**src/hdl/aacr_pkg.sv**
```systemverilog
// ----------------------------------------------------------------------------
// aacr_pkg
// Shared types, widths and helpers of the collision resolver.
// ----------------------------------------------------------------------------
package aacr_pkg;

  localparam int unsigned COORD_W          = 16;
  localparam int unsigned SIZE_W           = 15;
  localparam int unsigned EDGE_W           = 17;
  localparam int unsigned WIDE_W           = 19;
  localparam int unsigned IDX_W            = 6;
  localparam int unsigned COUNT_W          = 7;
  localparam int unsigned MAX_BOUNDS_DEF   = 64;
  localparam int unsigned QUEUE_DEPTH      = 2;

  typedef enum logic {
    REQ_LOAD    = 1'b0,
    REQ_RESOLVE = 1'b1
  } req_e;

  typedef struct packed {
    logic                       req_type;
    logic [IDX_W-1:0]           entry_index;
    logic signed [COORD_W-1:0]  rect_left;
    logic signed [COORD_W-1:0]  rect_top;
    logic [SIZE_W-1:0]          rect_width;
    logic [SIZE_W-1:0]          rect_height;
    logic signed [COORD_W-1:0]  sprite_left;
    logic signed [COORD_W-1:0]  sprite_top;
    logic [SIZE_W-1:0]          sprite_width;
    logic [SIZE_W-1:0]          sprite_height;
    logic signed [COORD_W-1:0]  offset_x;
    logic signed [COORD_W-1:0]  offset_y;
  } in_item_t;

  typedef struct packed {
    logic signed [COORD_W-1:0]  hitbox_left_out;
    logic signed [COORD_W-1:0]  hitbox_top_out;
    logic signed [COORD_W-1:0]  sprite_left_out;
    logic signed [COORD_W-1:0]  sprite_top_out;
    logic                       clear_vel_x;
    logic                       clear_vel_y;
    logic                       ground_contact;
  } out_item_t;

  // classified command between front and back
  typedef struct packed {
    req_e                       kind;
    logic                       wr_ok;
    logic [IDX_W-1:0]           idx;
    logic signed [COORD_W-1:0]  left;
    logic signed [COORD_W-1:0]  top;
    logic [SIZE_W-1:0]          width;
    logic [SIZE_W-1:0]          height;
    logic signed [EDGE_W-1:0]   right;
    logic signed [EDGE_W-1:0]   bottom;
    logic signed [COORD_W-1:0]  spr_left;
    logic signed [COORD_W-1:0]  spr_top;
    logic [SIZE_W-1:0]          spr_width;
    logic [SIZE_W-1:0]          spr_height;
    logic signed [COORD_W-1:0]  ofs_x;
    logic signed [COORD_W-1:0]  ofs_y;
  } cmd_t;

  function automatic logic signed [WIDE_W-1:0] sz_wide(input logic [SIZE_W-1:0] v);
    return $signed({{(WIDE_W-SIZE_W){1'b0}}, v});
  endfunction

  function automatic logic signed [COORD_W-1:0] sat16(input logic signed [WIDE_W-1:0] v);
    logic signed [WIDE_W-1:0] hi;
    logic signed [WIDE_W-1:0] lo;
    hi = WIDE_W'(32767);
    lo = -WIDE_W'(32768);
    if (v > hi) begin
      return 16'sh7fff;
    end else if (v < lo) begin
      return 16'sh8000;
    end
    return v[COORD_W-1:0];
  endfunction

endpackage

```
**src/hdl/aacr_queue.sv**
```systemverilog
// ----------------------------------------------------------------------------
// aacr_queue
// Short command queue between front and back.
// ----------------------------------------------------------------------------
module aacr_queue #(
  parameter int unsigned Depth = aacr_pkg::QUEUE_DEPTH
) (
  input  logic            clk_i,
  input  logic            rst_ni,
  input  logic            wr_valid_i,
  output logic            wr_ready_o,
  input  aacr_pkg::cmd_t  wr_data_i,
  output logic            rd_valid_o,
  input  logic            rd_ready_i,
  output aacr_pkg::cmd_t  rd_data_o
);
  import aacr_pkg::*;

  localparam int unsigned PtrW = (Depth > 1) ? $clog2(Depth) : 1;
  localparam int unsigned CntW = $clog2(Depth + 1);

  cmd_t            slot_q [Depth];
  logic [PtrW-1:0] wr_ptr_q;
  logic [PtrW-1:0] rd_ptr_q;
  logic [CntW-1:0] count_q;
  logic            push;
  logic            pop;

  assign wr_ready_o = count_q != CntW'(Depth);
  assign rd_valid_o = count_q != '0;
  assign push       = wr_valid_i && wr_ready_o;
  assign pop        = rd_valid_o && rd_ready_i;
  assign rd_data_o  = slot_q[rd_ptr_q];

  always_ff @(posedge clk_i) begin
    if (push) begin
      slot_q[wr_ptr_q] <= wr_data_i;
    end
  end

  always_ff @(posedge clk_i or negedge rst_ni) begin
    if (!rst_ni) begin
      wr_ptr_q <= '0;
      rd_ptr_q <= '0;
      count_q  <= '0;
    end else begin
      if (push) begin
        wr_ptr_q <= (wr_ptr_q == PtrW'(Depth - 1)) ? '0 : wr_ptr_q + 1'b1;
      end
      if (pop) begin
        rd_ptr_q <= (rd_ptr_q == PtrW'(Depth - 1)) ? '0 : rd_ptr_q + 1'b1;
      end
      if (push && !pop) begin
        count_q <= count_q + 1'b1;
      end else if (pop && !push) begin
        count_q <= count_q - 1'b1;
      end
    end
  end

endmodule

```
**config.mk**
```make
export PLATFORM = sky130hd
export DESIGN_NAME = aacr_queue
export DESIGN_NICKNAME = d
export VERILOG_FILES = /design/src/hdl/aacr_pkg.sv /design/src/hdl/aacr_queue.sv
export SDC_FILE = /design/constraint.sdc
export NUM_CORES = 1
export LEC_CHECK = 0
export BUFFER_PORTS_ARGS = -buffer_cell sky130_fd_sc_hd__buf_2
export CAP_MARGIN = 15
export CORE_MARGIN = 2
export CORE_UTILIZATION = 39
export CTS_BUF_LIST = sky130_fd_sc_hd__clkbuf_16
export DETAILED_ROUTE_END_ITERATION = 8
export GPL_ROUTABILITY_DRIVEN = 1
export SLEW_MARGIN = 20
export SYNTH_ARGS = -nofsm -noshare
export SYNTH_HDL_FRONTEND = slang
export SYNTH_SLANG_ARGS = --single-unit
```
**constraint.sdc**
```tcl
create_clock -name clk_i -period 11.9 [get_ports clk_i]
set_input_delay 1.19 -clock clk_i [delete_from_list [all_inputs] [get_ports clk_i]]
set_output_delay 1.19 -clock clk_i [all_outputs]
set_load 0.05 [all_outputs]
```
==> results of run 1 <==
[registers in the layout (all words and copies together), names as in the netlist]
name,flops
count_q,2
rd_ptr_q,1
slot_q,396
wr_ptr_q,1
[worst paths after layout]
path | startpoint | to | depth (start not counted)
hold / removal | rst_ni | wr_ptr_q | 1
setup reg to reg | count_q[0] | slot_q[0][112] | 5
min in group clk_i | count_q[1] | count_q[1] | 1
hold reg to reg | count_q[1] | count_q[1] | 1
setup / recovery | rd_ptr_q | rd_data_o[43] | 4
max in group asynchronous | rst_ni | rd_ptr_q | 1
[stage by stage]
stage          hold WS (ps)  setup slack, ps  area, um2
6_report                443             7130      18800
5_1_grt                 410             6890      18800
4_1_cts                 406             6980      18800
3_5_place_dp            492             7590      17400
3_3_place_gp            494             7590      17400
2_1_floorplan           456             1630      14900
[cell families after synthesis]
logic type | count (synthesis)
xor gates and xnor gates | 5
and+or+nand+nor | 7
buffers and inverters | 23
DFF | 400
adders and majority gates | 1
muxes | 198
[routing by layer]
metal / GRT usage, % / vias to the layer above
li1: - / 3406
met1: 18.5 / 3673
met2: 24.0 / 308
met3: 6.89 / 53
met4: 4.99 / 12
met5: 0 / -
[power breakdown]
group / internal [mW] / switching (mW) / leakage (nW) / total [mW]
Combinational: 0.679 / 1.66 / 2.89 / 2.34
Clock: 0.765 / 0.520 / 0.698 / 1.28
Sequential: 1.93 / 0.106 / 3.72 / 2.03
Total: 3.37 / 2.29 / 7.31 / 5.66
[worst max-delay path, stage by stage, from the launching register on]
cell	delay, ps
dfrtp_4	860
buf_4	690
buf_4	750
mux2_2	420
buf_2	210
[layout by cell type (no fill, tap or decap), drive strengths merged, types with 3 or more instances in the layout]
master,synthesis,layout
buf,22,411
edfxtp,396,396
mux2,198,198
clkbuf,0,43
clkinv,0,19
inv,1,9
bufinv,0,5
dfrtp,4,4
xnor2,3,3
[area by class of cell]
cell class                 count  area [um2]
clock inverter                33         287
timing repair buffer         411        2110
clock buffer                  43        1080
antenna                        2        5.00
fill                        3207       18800
inverter                       1        3.75
sequential                   400       12000
tap                          511         639
multi-input combinational    211        2710
==> flow_summary.toml, run 1 <==
[synthesis]
ys_warn_count = 0
synth-simple-area-share_pct = 0.227
dominantRegCellSynth = "edfxtp_1"
synth_compound_gate_area_share_pct = 0
synthCells = 634
synth_area_per_cell_um2 = 23.5
ys_seq_area_share_pct = 80.5
ys_types = 15
synth.most_common_cell = "edfxtp_1"
synthAdderAreaFrac_pct = 0.0840
synthArstFlopShare_pct = 1.00
synth_mux_area_share_pct = 17.5
synth_xor_area_share_pct = 0.294
netlist_area_um2 = 14900
yosys-top-cells-area = "edfxtp_1 (80%), mux2_4 (10%), mux2_2 (7.4%)"
ys_seq_elements = 400
synth_top_cell_by_area = "edfxtp_1"
synth_top_family_by_area = "multiplexers"
synth_common_cells = "edfxtp_1 (396), mux2_4 (100), mux2_2 (98), buf_6 (14), buf_2 (8)"
synth-edff-count = 396
synthesis.nets = 837
synth.top_cell.area_share_pct = 79.9

[global_route]
grt_pass1_vias = 7508
grt_max_degree = 75
grt_usage_pct = 15.2
antenna_found_initial = 8
grt_overflow = 0
grt_pass1_wl_mm = 44.4

[floorplanning]
dieArea_um2 = 39800
initial_utilization_pct = 39.5
rows = 71
die_w_um = 199
core_area_um2 = 37700
num_io_pins = 402
die_height_um = 199

[placement]
gp_congestion = 0.764
numPortBuffers = 401
dpl.hpwl_mm = 21.1
numPlacedInstances = 1533

[timing]
fmax_mhz = 210
slew_violations = 0
finalSetupViolations = 0
min_period_over_period_pct = 40.1
tns_ps = 0
hold_viol = 0
relSlewSlack_pct = 33.4
fin_crit_ps = 4770
tightest_slew_ps = 999
rsz0062_at_grt = "false"
clock_skew_ps = 18.5

[clock_tree]
hold_buffers = 0
clockRootBuffer = "clkbuf_16"
htreeDepth = 2
clockBufferDepth = 3
numCtsBuffers = 42
cts_setup_buffers = 0
clk_latency_ps = 550
cts_sinks = 400
ctsResizeCount = 0
path_clk_slew_ps = 60
cts_tree = "yes"

[final_layout]
drive_gt1_share_pct = 61.4
final_cells = 1612
fin_util_pct = 50.0
syn2layout_area_growth_pct = 26.5
nNetsFinal = 1270

[critical_path]
cp-end-kind = "output port"
cp_max_fo = 52
crit_type = "flip-flop to output port"
r2r_setup_slack_ps = 8900
cp.required_ps = 10710
arrival_ps = 3580
crit_path_start_kind = "flip-flop"

[power_and_ir_drop]
ir_worst_vdd_mv = 0.188
power.density_nw_per_um2 = 301
p_leak_nw = 7.31
power_mw = 5.66

[job]
drv_cap = 0

[detailed_routing]
firstDrtPassIters = 4
dr_wl_met2_mm = 14.5
drc = 0
drt-initial-drc-count = 288
wl_met1_mm = 12.7
drt-wirelength-per-cell_um = 19.4
highest_layer = "met5"
finalWirelength_mm = 31.3
detail-route-antenna-nets = 0
vias = 7452
wl_met3_mm = 3.39
avgViaCountPerCell = 4.62

[outcome]
status = "completed"

[hold_path]
hp-class = "input port to async pin"
Note: power is estimated with default switching activity, not from simulation.
==> run 2: changes to the inputs <==
==> constraint.sdc (replaced) <==
create_clock -name clk_i -period 3.9 [get_ports clk_i]
set_input_delay 0.39 -clock clk_i [delete_from_list [all_inputs] [get_ports clk_i]]
set_output_delay 0.39 -clock clk_i [all_outputs]
set_load 0.05 [all_outputs]
==> run 2 against run 1 <==
  * Via count grew 7.0%
  * Critical path depth shrank 1
  * Global-route usage grew 0.42 points
  * Clock skew shrank 8.6 ps
==> flow_summary.toml, run 2 (synthesis gave the netlist of run 1 again) <==
[clock_tree]
path_clk_slew_ps = 60
htreeDepth = 2
hold_buffers = 135
clockRootBuffer = "clkbuf_16"
cts_tree = "yes"
clockBufferDepth = 3
cts_setup_buffers = 0
cts_sinks = 400
ctsResizeCount = 0
numCtsBuffers = 43
clk_latency_ps = 540

[detailed_routing]
vias = 7974
avgViaCountPerCell = 4.53
highest_layer = "met5"
detail-route-antenna-nets = 0
drc = 0
drt-initial-drc-count = 304
dr_wl_met2_mm = 15.4
finalWirelength_mm = 32.1
wl_met3_mm = 2.63
firstDrtPassIters = 4
drt-wirelength-per-cell_um = 18.2
wl_met1_mm = 13.2

[power_and_ir_drop]
power_mw = 17.4
power.density_nw_per_um2 = 856
ir_worst_vdd_mv = 0.510
p_leak_nw = 7.95

[global_route]
grt_overflow = 0
antenna_found_initial = 4
grt_pass1_wl_mm = 46.5
grt_pass1_vias = 8381
grt_usage_pct = 15.6
grt_max_degree = 53

[critical_path]
arrival_ps = 2470
crit_path_start_kind = "flip-flop"
crit_type = "flip-flop to output port"
cp_max_fo = 45
cp.required_ps = 3510
cp-end-kind = "output port"
r2r_setup_slack_ps = 1630

[floorplanning]
dieArea_um2 = 39800
die_w_um = 199
rows = 71
core_area_um2 = 37700
die_height_um = 199
initial_utilization_pct = 39.5
num_io_pins = 402

[timing]
tightest_slew_ps = 1070
hold_viol = 0
slew_violations = 0
fmax_mhz = 350
clock_skew_ps = 9.89
fin_crit_ps = 2860
finalSetupViolations = 0
min_period_over_period_pct = 73.3
relSlewSlack_pct = 28.2
rsz0062_at_grt = "false"
whs_ps = 34.3

[final_layout]
final_common_cell = "buf_2"
mostFrequentLayoutCells = "buf_2 (401), edfxtp_1 (396), dlygate4sd3_1 (136)"
largest-register = "slot_q"
area.sequential_um2 = 12000
syn2layout_area_growth_pct = 36.4
finalInstanceArea_um2 = 20300
multiInputGateArea_um2 = 2720
top_regs = "slot_q (396), count_q (2)"
drive_gt1_share_pct = 54.6
fillers = 3055
largest_register_ffs = 396
nNetsFinal = 1419

[placement]
numPortBuffers = 401
dpl.hpwl_mm = 21.2
post_dp_cell_area_um2 = 17600
gp_congestion = 0.751

[outcome]
status = "completed"

[job]
drv_cap = 0

[hold_path]
hp-class = "input port to flip-flop"
[run 2: layer usage]
layer  global-route usage, %  vias to the layer above
li1                        -                     3710
met1                    19.0                     3903
met2                    25.9                      295
met3                    4.89                       62
met4                    6.15                        4
met5                       0                        -
[run 2: path summary, 6_finish.rpt]
path / from / endpoint / cells past startpoint
hold reg to reg: count_q[0] / count_q[0] / 1
setup reg to reg: count_q[0] / slot_q[0][30] / 4
min in group asynchronous: rst_ni / count_q[0] / 2
hold / removal: wr_data_i[180] / slot_q[1][180] / 1
max in group asynchronous: rst_ni / rd_ptr_q / 2
setup / recovery: rd_ptr_q / rd_data_o[180] / 3
[run 2: critical path, stage by stage (launching register included)]
cell and delay, ps:
dfrtp_4 890, buf_4 420, mux2_2 380, buf_2 220
[run 2: cell type report]
cell class	count	share of cell area, %
flip-flops and latches	400	59.1
clock inverters	31	1.01
inverters	1	0.0185
clock buffers	45	5.54
repair buffers	559	17.8
well taps	511	3.15
diodes	3	0.0370
multi-input cells	211	13.4
[run 2: power breakdown]
group | internal (mW) | total [mW] | switching [mW]
clock network | 2.26 | 3.81 | 1.54
registers | 5.87 | 6.19 | 0.319
logic | 2.24 | 7.39 | 5.15
[run 2: through the flow]
step	setup slack [ps]	TNS, ps	util [%]	instances
6_report	1040	0	53.9	1761
5_1_grt	890	0	53.9	1760
4_1_cts	949	0	53.9	1757
3_5_place_dp	1550	0	46.7	1546
3_3_place_gp	1560	0	46.7	1546
2_1_floorplan	-176	-34780	-	634
==> run 3: changes to the inputs <==
--- a/config.mk
+++ b/config.mk
@@ -5,6 +5,7 @@
 export SDC_FILE = /design/constraint.sdc
 export NUM_CORES = 1
 export LEC_CHECK = 0
+export ABC_AREA = 1
 export BUFFER_PORTS_ARGS = -buffer_cell sky130_fd_sc_hd__buf_2
 export CAP_MARGIN = 15
 export CORE_MARGIN = 2
==> constraint.sdc (replaced) <==
create_clock -name clk_i -period 2.7 [get_ports clk_i]
set_input_delay 0.27 -clock clk_i [delete_from_list [all_inputs] [get_ports clk_i]]
set_output_delay 0.27 -clock clk_i [all_outputs]
set_load 0.05 [all_outputs]
==> run 3 against run 2 <==
  * Total power grew 50%
  * Cell count grew 24%
  * Flip-flop and latch count is the same
  * Sequential power grew 42%
  * Synthesized area shrank 2.1%
  * First-iteration DRC count grew 78%
  * Non-clock buffer count grew 57
  * Via count grew 25%
  * Count of clock-buffer cells in the layout is the same
  * Clock skew shrank 2.0 ps
  * Setup slack lost 830 ps
  * Critical endpoint is now rd_data_o[98]
  * Largest cell class unchanged
  * Largest power group unchanged
==> flow_summary.toml, run 3 <==
[outcome]
status = "completed"

[synthesis]
ys_types = 14
yosys-top-cells-area = "edfxtp_1 (82%), nand2_1 (16%), buf_2 (0.76%)"
ys_seq_elements = 400
synth.most_common_cell = "nand2_1"
synth_area_per_cell_um2 = 13.7
synthArstFlopShare_pct = 1.00
synth.top_cell.area_share_pct = 81.6
synthesis.nets = 1265
ys_seq_area_share_pct = 82.3
synthCells = 1062
synth_common_cells = "nand2_1 (604), edfxtp_1 (396), buf_2 (22), buf_4 (13), clkbuf_1 (8)"
synth-edff-count = 396
netlist_area_um2 = 14600
dominantRegCellSynth = "edfxtp_1"
ys_warn_count = 0
synth_top_cell_by_area = "edfxtp_1"

[clock_tree]
cts_sinks = 400
path_clk_slew_ps = 50
clk_latency_ps = 540
clockRootBuffer = "clkbuf_16"
numCtsBuffers = 43
ctsResizeCount = 0
cts_tree = "yes"
htreeDepth = 2
clockBufferDepth = 3

[power_and_ir_drop]
power_mw = 26.1
clkPwrFrac_pct = 21.3
intPower_mw = 14.1
switchingPower_mw = 12.0
p_sw_share_pct = 46.0
p_seq_share_pct = 33.7
ir_worst_vdd_mv = 0.943
p_leak_nw = 8.82
pwr-share-comb_pct = 44.9
power.density_nw_per_um2 = 1270

[timing]
relSlewSlack_pct = 52.7
finalSetupViolations = 0
clock_skew_ps = 7.87
tns_ps = 0
min_period_over_period_pct = 92.2
hold_viol = 0
fin_crit_ps = 2490
rsz0062_at_grt = "false"
slew_violations = 0
fin_ws_ps = 211
fmax_mhz = 402
tightest_slew_ps = 710

[critical_path]
slowest_stage = "dfrtp_4"
cp_slowest_stage_delay_ps = 530
cp_num_buf_inv = 3
crit_top_cell = "nand2_1"
cp_max_fo = 43
crit_family = "buffers and inverters"
arrival_ps = 2220
crit_path_start_kind = "flip-flop"
crit_type = "flip-flop to output port"
cp-end-kind = "output port"
cp.required_ps = 2430
path_cells = "inv_6 > buf_12 > nand2_1 > nand2_1 > buf_2"

[placement]
numPortBuffers = 401
dpl.hpwl_mm = 21.9
dp_slack_ps = 750
gp_congestion = 0.804
numPlacedInstances = 1902

[detailed_routing]
avgViaCountPerCell = 4.57
drc = 0
finalWirelength_mm = 36.5
detail-route-antenna-nets = 0
vias = 9961
drt-wirelength-per-cell_um = 16.7
firstDrtPassIters = 5
drt-initial-drc-count = 542

[final_layout]
mostFrequentLayoutCells = "nand2_1 (602), buf_2 (400), edfxtp_1 (396)"
syn2layout_area_growth_pct = 41.1
largest-register = "slot_q"
final_cells = 2180
nNetsFinal = 1883
multiInputGateArea_um2 = 2370
largest_register_ffs = 396
final_common_cell = "nand2_1"
area.sequential_um2 = 12000
top_regs = "slot_q (396), count_q (2)"
drive_gt1_share_pct = 28.1
fillers = 2995

[floorplanning]
dieArea_um2 = 38900
die_height_um = 197
core_area_um2 = 36700
num_io_pins = 402
rows = 70
initial_utilization_pct = 39.7
die_w_um = 197

[global_route]
antenna_found_initial = 1
grt_overflow = 0
grt_pass1_vias = 10200
grt_pass1_wl_mm = 54.9
grt_max_degree = 112
grt_usage_pct = 18.5

[hold_path]
hp-class = "input port to async pin"

[job]
drv_cap = 0
## run 3: final timing paths
kind,startpoint,cells after the start,slack (ps),to
setup / recovery,rd_ptr_q,5,210,rd_data_o[98]
hold / removal,rst_ni,2,70,rd_ptr_q
setup reg to reg,count_q[0],5,880,slot_q[0][101]
hold reg to reg,count_q[0],1,530,count_q[0]
max in group asynchronous,rst_ni,2,2500,rd_ptr_q
min in group clk_i,wr_data_i[55],2,440,slot_q[0][55]
## run 3: final cells by class
cell class	instances	area share [%]
repair buffers	616	20.7
inverters	7	0.152
well taps	468	2.85
flip-flops and latches	400	58.3
clock buffers	45	5.47
diodes	1	0.0122
clock inverters	31	1.04
multi-input cells	612	11.5
## run 3: what timing repair did
action	CTS	global route
endpoints found under the hold margin	402	0
hold buffers	201	0
buffers inserted	0	0
## run 3: metal layers
layer | part of all wire [%] | GRT usage (%) | wire (um)
met5 | 0 | 0 | 0
met4 | 2.3 | 6.91 | 854
met3 | 9.0 | 5.65 | 3290
met2 | 48 | 30.2 | 17400
met1 | 41 | 23.1 | 15000
## run 3: power groups by stage
stage	Clock, mW	Sequential, mW	Combinational (mW)
6_report	5.57	8.82	11.8
3_5_place_dp	0	8.94	11.6
5_1_grt	5.96	8.94	12.5
4_1_cts	5.72	8.82	11.8
3_3_place_gp	0	8.90	11.6
2_1_floorplan	0	8.99	8.53
## run 3: per-stage QoR
stage | hold WS [ps] | instance area, um2 | utilization [%]
CTS | 32.5 | 20600 | 56.1
finish | 65.9 | 20600 | 56.1
global route | 48.3 | 20600 | 56.1
detailed placement | 81.7 | 17200 | 46.9
floorplan | -25.6 | 14600 | -
global placement | 82.2 | 17200 | 46.9
## run 3: cells by family (layout without fill, tap and decap cells)
group / Yosys count / after routing / share of synthesized area (%)
buffers and inverters: 50 / 699 / 1.81
other: 0 / 1 / 0
and+or+nand+nor: 609 / 609 / 15.7
adders and majority gates: 1 / 1 / 0.0858
xor gates and xnor gates: 2 / 2 / 0.120
DFF: 400 / 400 / 82.3
