$ cat config.mk
export PLATFORM = sky130hd
export DESIGN_NAME = aacr_front_flat
export DESIGN_NICKNAME = d
export VERILOG_FILES = /design/src/hdl/aacr_pkg.sv /design/src/hdl/aacr_if.sv /design/src/hdl/aacr_front.sv /design/src/flat_wrapper.sv
export SDC_FILE = /design/constraint.sdc
export NUM_CORES = 1
export LEC_CHECK = 0
export BUFFER_PORTS_ARGS = -buffer_cell sky130_fd_sc_hd__buf_2
export CORE_AREA = 3 3 139 141
export DETAILED_ROUTE_END_ITERATION = 6
export DIE_AREA = 0 0 142 144
export GPL_ROUTABILITY_DRIVEN = 1
export PLACE_DENSITY = 0.55
export SLEW_MARGIN = 10
export SYNTH_ARGS = -nofsm -noshare
export SYNTH_HDL_FRONTEND = slang
export SYNTH_SLANG_ARGS = --single-unit
export TNS_END_PERCENT = 5
$ cat constraint.sdc
create_clock -name vclk -period 3.6
set_input_delay 0.72 -clock vclk [all_inputs]
set_output_delay 0.72 -clock vclk [all_outputs]
set_load 0.02 [all_outputs]
$ cat src/hdl/aacr_pkg.sv
// ----------------------------------------------------------------------------
// aacr_pkg
// Shared types, widths and helpers of the collision resolver.
// ----------------------------------------------------------------------------
package aacr_pkg;

  localparam int unsigned COORD_W          = 16;
  localparam int unsigned SIZE_W           = 15;
  localparam int unsigned EDGE_W           = 17;
  localparam int unsigned WIDE_W           = 19;
  localparam int unsigned IDX_W            = 6;
  localparam int unsigned COUNT_W          = 7;
  localparam int unsigned MAX_BOUNDS_DEF   = 64;
  localparam int unsigned QUEUE_DEPTH      = 2;

  typedef enum logic {
    REQ_LOAD    = 1'b0,
    REQ_RESOLVE = 1'b1
  } req_e;

  typedef struct packed {
    logic                       req_type;
    logic [IDX_W-1:0]           entry_index;
    logic signed [COORD_W-1:0]  rect_left;
    logic signed [COORD_W-1:0]  rect_top;
    logic [SIZE_W-1:0]          rect_width;
    logic [SIZE_W-1:0]          rect_height;
    logic signed [COORD_W-1:0]  sprite_left;
    logic signed [COORD_W-1:0]  sprite_top;
    logic [SIZE_W-1:0]          sprite_width;
    logic [SIZE_W-1:0]          sprite_height;
    logic signed [COORD_W-1:0]  offset_x;
    logic signed [COORD_W-1:0]  offset_y;
  } in_item_t;

  typedef struct packed {
    logic signed [COORD_W-1:0]  hitbox_left_out;
    logic signed [COORD_W-1:0]  hitbox_top_out;
    logic signed [COORD_W-1:0]  sprite_left_out;
    logic signed [COORD_W-1:0]  sprite_top_out;
    logic                       clear_vel_x;
    logic                       clear_vel_y;
    logic                       ground_contact;
  } out_item_t;

  // classified command between front and back
  typedef struct packed {
    req_e                       kind;
    logic                       wr_ok;
    logic [IDX_W-1:0]           idx;
    logic signed [COORD_W-1:0]  left;
    logic signed [COORD_W-1:0]  top;
    logic [SIZE_W-1:0]          width;
    logic [SIZE_W-1:0]          height;
    logic signed [EDGE_W-1:0]   right;
    logic signed [EDGE_W-1:0]   bottom;
    logic signed [COORD_W-1:0]  spr_left;
    logic signed [COORD_W-1:0]  spr_top;
    logic [SIZE_W-1:0]          spr_width;
    logic [SIZE_W-1:0]          spr_height;
    logic signed [COORD_W-1:0]  ofs_x;
    logic signed [COORD_W-1:0]  ofs_y;
  } cmd_t;

  function automatic logic signed [WIDE_W-1:0] sz_wide(input logic [SIZE_W-1:0] v);
    return $signed({{(WIDE_W-SIZE_W){1'b0}}, v});
  endfunction

  function automatic logic signed [COORD_W-1:0] sat16(input logic signed [WIDE_W-1:0] v);
    logic signed [WIDE_W-1:0] hi;
    logic signed [WIDE_W-1:0] lo;
    hi = WIDE_W'(32767);
    lo = -WIDE_W'(32768);
    if (v > hi) begin
      return 16'sh7fff;
    end else if (v < lo) begin
      return 16'sh8000;
    end
    return v[COORD_W-1:0];
  endfunction

endpackage

$ cat src/hdl/aacr_if.sv
// ----------------------------------------------------------------------------
// aacr_in_if / aacr_out_if
// Valid-ready channels of the collision resolver.
// ----------------------------------------------------------------------------
interface aacr_in_if;
  import aacr_pkg::*;
  logic     valid;
  logic     ready;
  in_item_t item;
  modport source (output valid, output item, input ready);
  modport sink   (input valid, input item, output ready);
endinterface


$ cat src/hdl/aacr_front.sv
// ----------------------------------------------------------------------------
// aacr_front
// Accepts items, classifies them and precomputes rectangle edges.
// ----------------------------------------------------------------------------
module aacr_front #(
  parameter int unsigned MaxBoundaries = aacr_pkg::MAX_BOUNDS_DEF
) (
  aacr_in_if.sink         in_i,
  output aacr_pkg::cmd_t  cmd_o,
  output logic            cmd_valid_o,
  input  logic            cmd_ready_i
);
  import aacr_pkg::*;

  assign in_i.ready  = cmd_ready_i;
  assign cmd_valid_o = in_i.valid;

  always_comb begin
    cmd_o.kind       = req_e'(in_i.item.req_type);
    cmd_o.wr_ok      = int'(in_i.item.entry_index) < int'(MaxBoundaries);
    cmd_o.idx        = in_i.item.entry_index;
    cmd_o.left       = in_i.item.rect_left;
    cmd_o.top        = in_i.item.rect_top;
    cmd_o.width      = in_i.item.rect_width;
    cmd_o.height     = in_i.item.rect_height;
    // right and bottom edges, exact
    cmd_o.right      = EDGE_W'(in_i.item.rect_left)
                       + $signed({2'b00, in_i.item.rect_width});
    cmd_o.bottom     = EDGE_W'(in_i.item.rect_top)
                       + $signed({2'b00, in_i.item.rect_height});
    cmd_o.spr_left   = in_i.item.sprite_left;
    cmd_o.spr_top    = in_i.item.sprite_top;
    cmd_o.spr_width  = in_i.item.sprite_width;
    cmd_o.spr_height = in_i.item.sprite_height;
    cmd_o.ofs_x      = in_i.item.offset_x;
    cmd_o.ofs_y      = in_i.item.offset_y;
  end

endmodule

$ cat src/flat_wrapper.sv
// flat-port wrapper written by rule: the top's interface ports become plain ports
module aacr_front_flat import aacr_pkg::*;
#(
  parameter int unsigned MaxBoundaries = aacr_pkg::MAX_BOUNDS_DEF
)
  (cmd_o, cmd_valid_o, cmd_ready_i, in_i_valid, in_i_item, in_i_ready);
  aacr_in_if in_i_i ();
  output aacr_pkg::cmd_t cmd_o;
  output logic cmd_valid_o;
  input  logic cmd_ready_i;
  input wire logic [$bits(in_i_i.valid)-1:0] in_i_valid;
  input wire logic [$bits(in_i_i.item)-1:0] in_i_item;
  output wire logic [$bits(in_i_i.ready)-1:0] in_i_ready;
  assign in_i_i.valid = in_i_valid;
  assign in_i_i.item = in_i_item;
  assign in_i_ready = in_i_i.ready;
  aacr_front #(.MaxBoundaries(MaxBoundaries)) u_core (.in_i(in_i_i), .cmd_o(cmd_o), .cmd_valid_o(cmd_valid_o), .cmd_ready_i(cmd_ready_i));
endmodule
==> out/metrics.yaml, run 1 <==
portBuffers: 158
multi_input_area_sq_um: 1420
drt_wl_total_mm: 8.77
p_leak_nw: 1.28
status: "complete, no violations"
crit_arrival_ns: 2.63
holdBufCountCts: 0
cts.repair.resized: 0
worst_slack_ns: 0.246
synth_area_per_cell_sq_um: 7.47
design_area_sq_um: 2520
ys_seq_area_frac: 0
final_common_cell: "buf_2"
place_inst: 581
mostFrequentLayoutCells: "158 x buf_2, 30 x a21oi_1, 30 x ha_1"
syn_to_final_growth_pct: -6.02
netlist_area_sq_um: 2680
finalPower_mw: 0.598
die_w_microns: 142
finalNonFillerCells: 581
drt_pass1_iterations: 4
viasPerCell: 3.99
rsz0062_at_grt: "no"
p_per_area_nw_per_um2: 237
core_area_sq_um: 18100
maxCapViolCount: 0
crit_start: "in_i_item[94]"
synthesis.nets: 556
vdd.ir_drop.worst_uv: 89.1
yosysTopAreaCell: "buf_4"
seq_cell_count: 0
clock.fmax_ghz: 0.298
gp_congestion: 0.839
setup_viol: 0
finalMaxSlewViolations: 0
start_util: 0.148
first_global_vias: 2189
crit_fanout: 3
grt_first_pass_wirelength_mm: 12.0
min_from: "in_i_item[32]"
final_antenna_net_count: 0
cp-end-kind: "output pin"
overflow: 0
yosysTopAreaCellShare: 0.465
final_util: 0.139
hold_path_end: "cmd_o[32]"
whs_ns: 1.44
worst_setup_path_start_kind: "input port"
drt_iter0_drc: 48
final_net_count: 551
postCtsSetupBuffers: 0
placed_area_sq_um: 2520
num_vias: 2317
row_count: 49
register_area_sq_um: 0
synthCells: 359
dieArea_sq_um: 20400
tns_ns: 0
n_clock_buffer: 0
drc: 0
layout-drive-gt1-share: 0.463
ys_top_cells_by_area: "buf_4 46%, ha_1 14%, a21oi_1 5.6%"
fin_crit_ns: 3.35
pre_cts_ws_ns: 0.256
critical_path_class: "in -> out"
antenna_found_initial: 0
synth_cell_types: 44
io_pins: 365
ys_warn_count: 0
hold_viol: 0
n_fill_cell: 2088
finalCritPeriodShare: 0.932
hpwlAfterDp_mm: 7.95
hold_depth: 0
hp-class: "in -> out"
die_h_microns: 144
drt-wirelength-per-cell_microns: 15.1
grt_max_degree: 8
critical_path_required_ns: 2.88
gr-usage-all-layers: 0.0738
n_antenna_cell: 0
synth_stat cells, types with 2 or more instances:
cell	number
a211oi_1	3
a21o_1	7
a21oi_1	30
a41oi_1	2
and3_1	2
buf_4	166
fa_1	2
ha_1	30
inv_1	5
nand2_1	12
nand2b_1	4
nand3_1	8
nand4_1	4
nor2_1	11
nor3_1	4
nor4_1	2
o2111ai_1	2
o211ai_1	5
o21ai_0	8
o31ai_1	2
xnor2_1	12
xor2_1	16
area by class of cell:
class,count,area share
inverters,5,0.00744
repair buffers,159,0.317
well taps,229,0.114
multi-input cells,188,0.562
cell families after synthesis:
kind of cell    count (synthesis)  share of synthesized area
xor+xnor                       28                     0.0914
compound gates                 75                      0.185
other cells                     1                    0.00140
buf+inv                       171                      0.472
fa+ha+maj                      32                      0.155
simple gates                   52                     0.0961
power by group:
part	internal [mW]	switching, mW	total [mW]
sequential	0	0	0
clock	0	0	0
combinational	0.220	0.378	0.598
total	0.220	0.378	0.598
how the worst max path moves through the flow:
stage | to | slack [ns] | depth (start not counted)
floorplan | cmd_o[127] | 0.46 | 7
global placement | cmd_o[125] | 0.25 | 9
detailed placement | cmd_o[125] | 0.26 | 9
CTS | cmd_o[125] | 0.24 | 9
global route | cmd_o[105] | 0.11 | 8
finish | cmd_o[110] | 0.25 | 9
routing by layer:
metal	track usage	part of all wire
met1	0.0543	0.28
met2	0.163	0.56
met3	0.0417	0.15
met4	0.00758	0.011
met5	0	0
worst max-delay path: stages:
cell       delay (ns)
buf_2            0.11
ha_1             0.23
fa_1             0.41
a21oi_1          0.25
o211ai_1         0.13
o2111ai_1        0.17
a22oi_1          0.19
a21oi_1          0.23
buf_2            0.20
Power figures use the tool's default switching activity.
==> run 2: changes to the inputs <==
--- a/config.mk
+++ b/config.mk
@@ -6,6 +6,7 @@
 export NUM_CORES = 1
 export LEC_CHECK = 0
 export BUFFER_PORTS_ARGS = -buffer_cell sky130_fd_sc_hd__buf_2
+export CAP_MARGIN = 20
 export CORE_AREA = 3 3 139 141
 export DETAILED_ROUTE_END_ITERATION = 6
 export DIE_AREA = 0 0 142 144
==> constraint.sdc (replaced) <==
create_clock -name vclk -period 3.6
set_input_delay 0.18 -clock vclk [all_inputs]
set_output_delay 0.18 -clock vclk [all_outputs]
set_load 0.02 [all_outputs]
==> out/metrics.yaml, run 2 (synthesized netlist as in run 1, its figures left out) <==
hold_depth: 0  # unchanged
layout-drive-gt1-share: 0.462  # -0.00153
dieArea_sq_um: 20400  # unchanged
drt_wl_total_mm: 8.62  # -1.7%
final_antenna_net_count: 0  # unchanged
p_per_area_nw_per_um2: 237  # about the same
drc: 0  # unchanged
n_clock_buffer: 0  # unchanged
maxCapViolCount: 0  # unchanged
hp-class: "in -> out"
mostFrequentLayoutCells: "158 x buf_2, 30 x a21oi_1, 30 x ha_1"
vdd.ir_drop.worst_uv: 95.9  # +7.6%
num_vias: 2311  # -0.26%
start_util: 0.148  # unchanged
holdBufCountCts: 0  # unchanged
n_fill_cell: 2096  # +0.38%
hold_path_end: "cmd_o[32]"
final_common_cell: "buf_2"
finalCritPeriodShare: 0.634  # -0.298
portBuffers: 158  # unchanged
finalMaxSlewViolations: 0  # unchanged
rsz0062_at_grt: "no"
row_count: 49  # unchanged
die_h_microns: 144  # unchanged
status: "complete, no violations"
drt_iter0_drc: 37  # -23%
fin_crit_ns: 2.28  # -1.07 ns
setup_viol: 0  # unchanged
cp_slowest_cell: "fa_1"
syn_to_final_growth_pct: -6.30
n_antenna_cell: 0  # unchanged
hold_viol: 0  # unchanged
seq_cell_count: 0  # unchanged
first_global_vias: 2232  # +2.0%
crit_arrival_ns: 2.10  # -0.53 ns
slowest_delay_ns: 0.41  # about the same
register_area_sq_um: 0  # unchanged
hpwlAfterDp_mm: 7.88  # -0.92%
postCtsSetupBuffers: 0  # unchanged
io_pins: 365  # unchanged
drt-wirelength-per-cell_microns: 14.9  # -1.5%
viasPerCell: 3.98  # about the same
clock.fmax_ghz: 0.438  # +47%
min_from: "in_i_item[32]"
gp_congestion: 0.839  # about the same
cp-end-kind: "output pin"
path_cells: "buf_2 -> ha_1 -> fa_1 -> a21o_2 -> a31oi_1 -> or2_4 -> a311oi_2 -> xor2_1 -> buf_2"
grt_max_degree: 8  # unchanged
final_net_count: 550  # -0.18%
crit_top_cell: "buf_2"
antenna_found_initial: 0  # unchanged
worst-path-buf-inv: 2  # unchanged
tns_ns: 0  # unchanged
cts.repair.resized: 0  # unchanged
gr-usage-all-layers: 0.0727  # -0.00118
overflow: 0  # unchanged
path_delay_family: "adder cells"
p_leak_nw: 1.28  # -0.37%
die_w_microns: 142  # unchanged
core_area_sq_um: 18100  # unchanged
critical_path_class: "in -> out"
whs_ns: 0.360  # -1.08 ns
grt_first_pass_wirelength_mm: 11.8  # -1.3%
crit_fanout: 3  # unchanged
worst_setup_path_start_kind: "input port"
critical_path_required_ns: 3.42  # +0.54 ns
drt_pass1_iterations: 4  # unchanged
## run 2: changes by cell type in the layout (fill, tap and decap cells not counted), sizes merged
cell  before  now
buf      159  158
## run 2: through the flow
step	instances	instance area (sq um)	worst slack [ns]	total power [mW]	utilization
final	580	2510	1.32	0.596	0.139
after global routing	580	2510	1.19	0.646	0.139
after CTS	580	2510	1.30	0.601	0.139
after global placement	580	2510	1.34	0.601	0.139
after floorplan	359	2680	1.54	0.605	-
after detailed placement	580	2510	1.30	0.598	0.139
## run 2: cell type report
cell class | count | area (sq um) | share of cell area
multi-input cells | 188 | 1420 | 0.564
well taps | 229 | 287 | 0.114
repair buffers | 158 | 791 | 0.315
inverters | 5 | 18.8 | 0.00747
## run 2: how the worst max path moves through the flow
| stage | from | endpoint | slack [ns] | cells after the start |
|---|---|---|---|---|
| 6_report | in_i_item[109] | cmd_o[125] | 1.32 | 9 |
| 5_1_grt | in_i_item[110] | cmd_o[126] | 1.19 | 8 |
| 4_1_cts | in_i_item[109] | cmd_o[125] | 1.30 | 9 |
| 3_5_place_dp | in_i_item[109] | cmd_o[125] | 1.30 | 9 |
| 3_3_place_gp | in_i_item[109] | cmd_o[125] | 1.34 | 9 |
| 2_1_floorplan | in_i_item[109] | cmd_o[127] | 1.54 | 7 |
## run 2: per-layer routing
layer / track usage / part of all wire
met1: 0.0505 / 0.27
met3: 0.0430 / 0.16
met5: 0 / 0
met4: 0.00758 / 0.012
met2: 0.162 / 0.56
## run 2: where the power goes
part | internal [mW] | switching, mW | leakage [nW] | total [mW]
clock network | 0 | 0 | 0 | 0
logic | 0.219 | 0.378 | 1.28 | 0.596
registers | 0 | 0 | 0 | 0
total | 0.219 | 0.378 | 1.28 | 0.596
==> run 3: changes to the inputs <==
--- a/config.mk
+++ b/config.mk
@@ -5,13 +5,14 @@
 export SDC_FILE = /design/constraint.sdc
 export NUM_CORES = 1
 export LEC_CHECK = 0
+export ABC_AREA = 1
 export BUFFER_PORTS_ARGS = -buffer_cell sky130_fd_sc_hd__buf_2
 export CAP_MARGIN = 20
-export CORE_AREA = 3 3 139 141
+export CORE_AREA = 3 3 142 144
 export DETAILED_ROUTE_END_ITERATION = 6
-export DIE_AREA = 0 0 142 144
+export DIE_AREA = 0 0 145 147
 export GPL_ROUTABILITY_DRIVEN = 1
-export PLACE_DENSITY = 0.55
+export PLACE_DENSITY = 0.56
 export SLEW_MARGIN = 10
 export SYNTH_ARGS = -nofsm -noshare
 export SYNTH_HDL_FRONTEND = slang
==> constraint.sdc (replaced) <==
create_clock -name vclk -period 2.3
set_input_delay 0.115 -clock vclk [all_inputs]
set_output_delay 0.115 -clock vclk [all_outputs]
set_load 0.02 [all_outputs]
==> out/metrics.yaml, run 3 <==
vdd.ir_drop.worst_uv: 97.3  # +1.5%
drc: 0  # unchanged
num_vias: 2799  # +21%
grt_first_pass_wirelength_mm: 13.9  # +18%
netSwitchingPower_mw: 0.639  # +69%
viasPerCell: 3.61  # -9.4%
postCtsSetupBuffers: 0  # unchanged
grt_max_degree: 6  # -2
switching_share: 0.661  # +0.0282
crit_arrival_ns: 1.67  # -0.43 ns
ys_seq_area_frac: 0  # unchanged
register_area_sq_um: 0  # unchanged
synthesis.nets: 720  # +29%
portBuffers: 158  # unchanged
hpwlAfterDp_mm: 8.54  # +8.4%
final_common_cell: "buf_2"
ys_top_cells_by_area: "buf_4 40%, nand2_1 17%, ha_1 12%"
status: "complete, no violations"
p_leak_nw: 1.90  # +49%
hold_depth: 0  # unchanged
multi_input_area_sq_um: 1630  # +15%
fin_crit_ns: 1.78
yosysTopAreaCell: "buf_4"
die_h_microns: 147  # +2.1%
yosysTopAreaCellShare: 0.397  # -0.0679
crit_fanout: 3  # unchanged
antenna_found_initial: 0  # unchanged
final_antenna_net_count: 0  # unchanged
drt_wl_total_mm: 9.43  # +9.4%
pwr-share-seq: 0  # unchanged
cp-end-kind: "output pin"
seq_cell_count: 0  # unchanged
io_pins: 365  # unchanged
layout-drive-gt1-share: 0.377  # -0.0848
overflow: 0  # unchanged
n_antenna_cell: 0  # unchanged
clockPowerShare: 0  # unchanged
hp-class: "in -> out"
n_clock_buffer: 0  # unchanged
row_count: 50  # +2.0%
synth_common_cells: "166 x buf_4, 143 x nand2_1, 64 x inv_1"
critical_path_class: "in -> out"
netlist_area_sq_um: 3140  # +17%
worst_setup_path_start_kind: "input port"
tns_ns: 0  # unchanged
holdBufCountCts: 0  # unchanged
drt-wirelength-per-cell_microns: 12.2  # -18%
drt_iter0_drc: 107  # +190%
mostFrequentLayoutCells: "158 x buf_2, 143 x nand2_1, 64 x inv_1"
p_int_mw: 0.327  # +50%
setup_viol: 0  # unchanged
n_fill_cell: 2208  # +5.3%
dieArea_sq_um: 21300  # +4.2%
min_from: "in_i_item[14]"
synthCells: 523  # +46%
rsz0062_at_grt: "no"
synth_adder_area_share: 0.132  # -0.0226
syn_to_final_growth_pct: -4.14
gr-usage-all-layers: 0.0786  # +0.00592
ys_warn_count: 0  # unchanged
die_w_microns: 145  # +2.1%
drt_pass1_iterations: 4  # unchanged
synth_compound_area_frac: 0.0319  # -0.153
synthXorXnorAreaFrac: 0.0390  # -0.0524
critical_path_required_ns: 2.18  # -1.24 ns
final_util: 0.160  # +0.0210
cts.repair.resized: 0  # unchanged
synth_area_per_cell_sq_um: 6.01  # -20%
yosys-mux-area-fraction: 0  # unchanged
synth_top_family_by_area: "buffers and inverters"
finalCritPeriodShare: 0.776
p_comb_frac: 1.000  # about the same
hold_viol: 0  # unchanged
start_util: 0.167  # +0.0185
gp_congestion: 0.886  # +5.5%
crit_start: "in_i_item[109]"
finalMaxSlewViolations: 0  # unchanged
final_net_count: 714  # +30%
core_area_sq_um: 18800  # +4.1%
synth_cell_types: 24  # -45%
yosysMostFrequentCell: "buf_4"
maxCapViolCount: 0  # unchanged
first_global_vias: 2647  # +19%
p_per_area_nw_per_um2: 321  # +35%
clock.fmax_ghz: 0.561
synthSimpleGateAreaFrac: 0.315  # +0.219
## run 3: cell types whose count changed in the layout (fill, tap and decap cells not counted), moves of 5 or more
cell and delta:
nor2_1 +11, nor3_2 +6, nand2_2 +18, xor2_1 -5, o211ai_1 -5, o21ai_0 -6
nand3_1 +11, xnor2_1 -9, a21o_1 -7, nand2_1 +131, a21oi_1 -14, inv_2 +6
inv_1 +59
## run 3: power groups by stage
stage	clock (mW)	combinational, mW	sequential, mW
after floorplan	0	0.972	0
after global placement	0	0.970	0
after detailed placement	0	0.973	0
after CTS	0	0.977	0
after global routing	0	1.07	0
final	0	0.966	0
## run 3: worst paths after layout
path | end | slack (ns)
worst max-delay path | cmd_o[125] | 0.52
worst min-delay path | cmd_o[14] | 0.23
## run 3: logic make-up after synthesis
| kind of cell | after synthesis |
|---|---|
| AND/OR/NAND/NOR | 220 |
| AO/OA/AOI/OAI | 20 |
| XOR/XNOR | 14 |
| adder cells (fa/ha/maj) | 32 |
| other | 1 |
| buffers and inverters | 236 |
## run 3: layer usage
metal / vias up / track usage / wire length, microns
met5: - / 0 / 0
met4: 0 / 0.0394 / 496
met3: 58 / 0.0197 / 822
met2: 135 / 0.128 / 4230
met1: 1191 / 0.0967 / 3890
li1: 1415 / - / -
## run 3: layout make-up
cell class / instances / share of cell area
multi-input combinational: 287 / 0.542
inverter: 70 / 0.0872
tap: 260 / 0.108
timing repair buffer: 158 / 0.263
## run 3: stage by stage
stage | setup WS, ns | total power [mW] | hold WS [ns] | instances | instance area (sq um)
after global routing | 0.367 | 1.07 | 0.230 | 775 | 3010
after CTS | 0.502 | 0.977 | 0.230 | 775 | 3010
final | 0.516 | 0.966 | 0.230 | 775 | 3010
after detailed placement | 0.503 | 0.973 | 0.230 | 775 | 3010
after global placement | 0.553 | 0.970 | 0.230 | 775 | 3010
after floorplan | 0.779 | 0.972 | 0.343 | 523 | 3140
## run 3: critical path: stages
cell,delay [ns]
buf_2,0.10
ha_1,0.23
fa_1,0.41
nand2_1,0.09
nand2_1,0.10
nand3b_1,0.12
nand2_2,0.08
nand2_1,0.10
nand3_1,0.08
nand2_1,0.07
buf_2,0.16
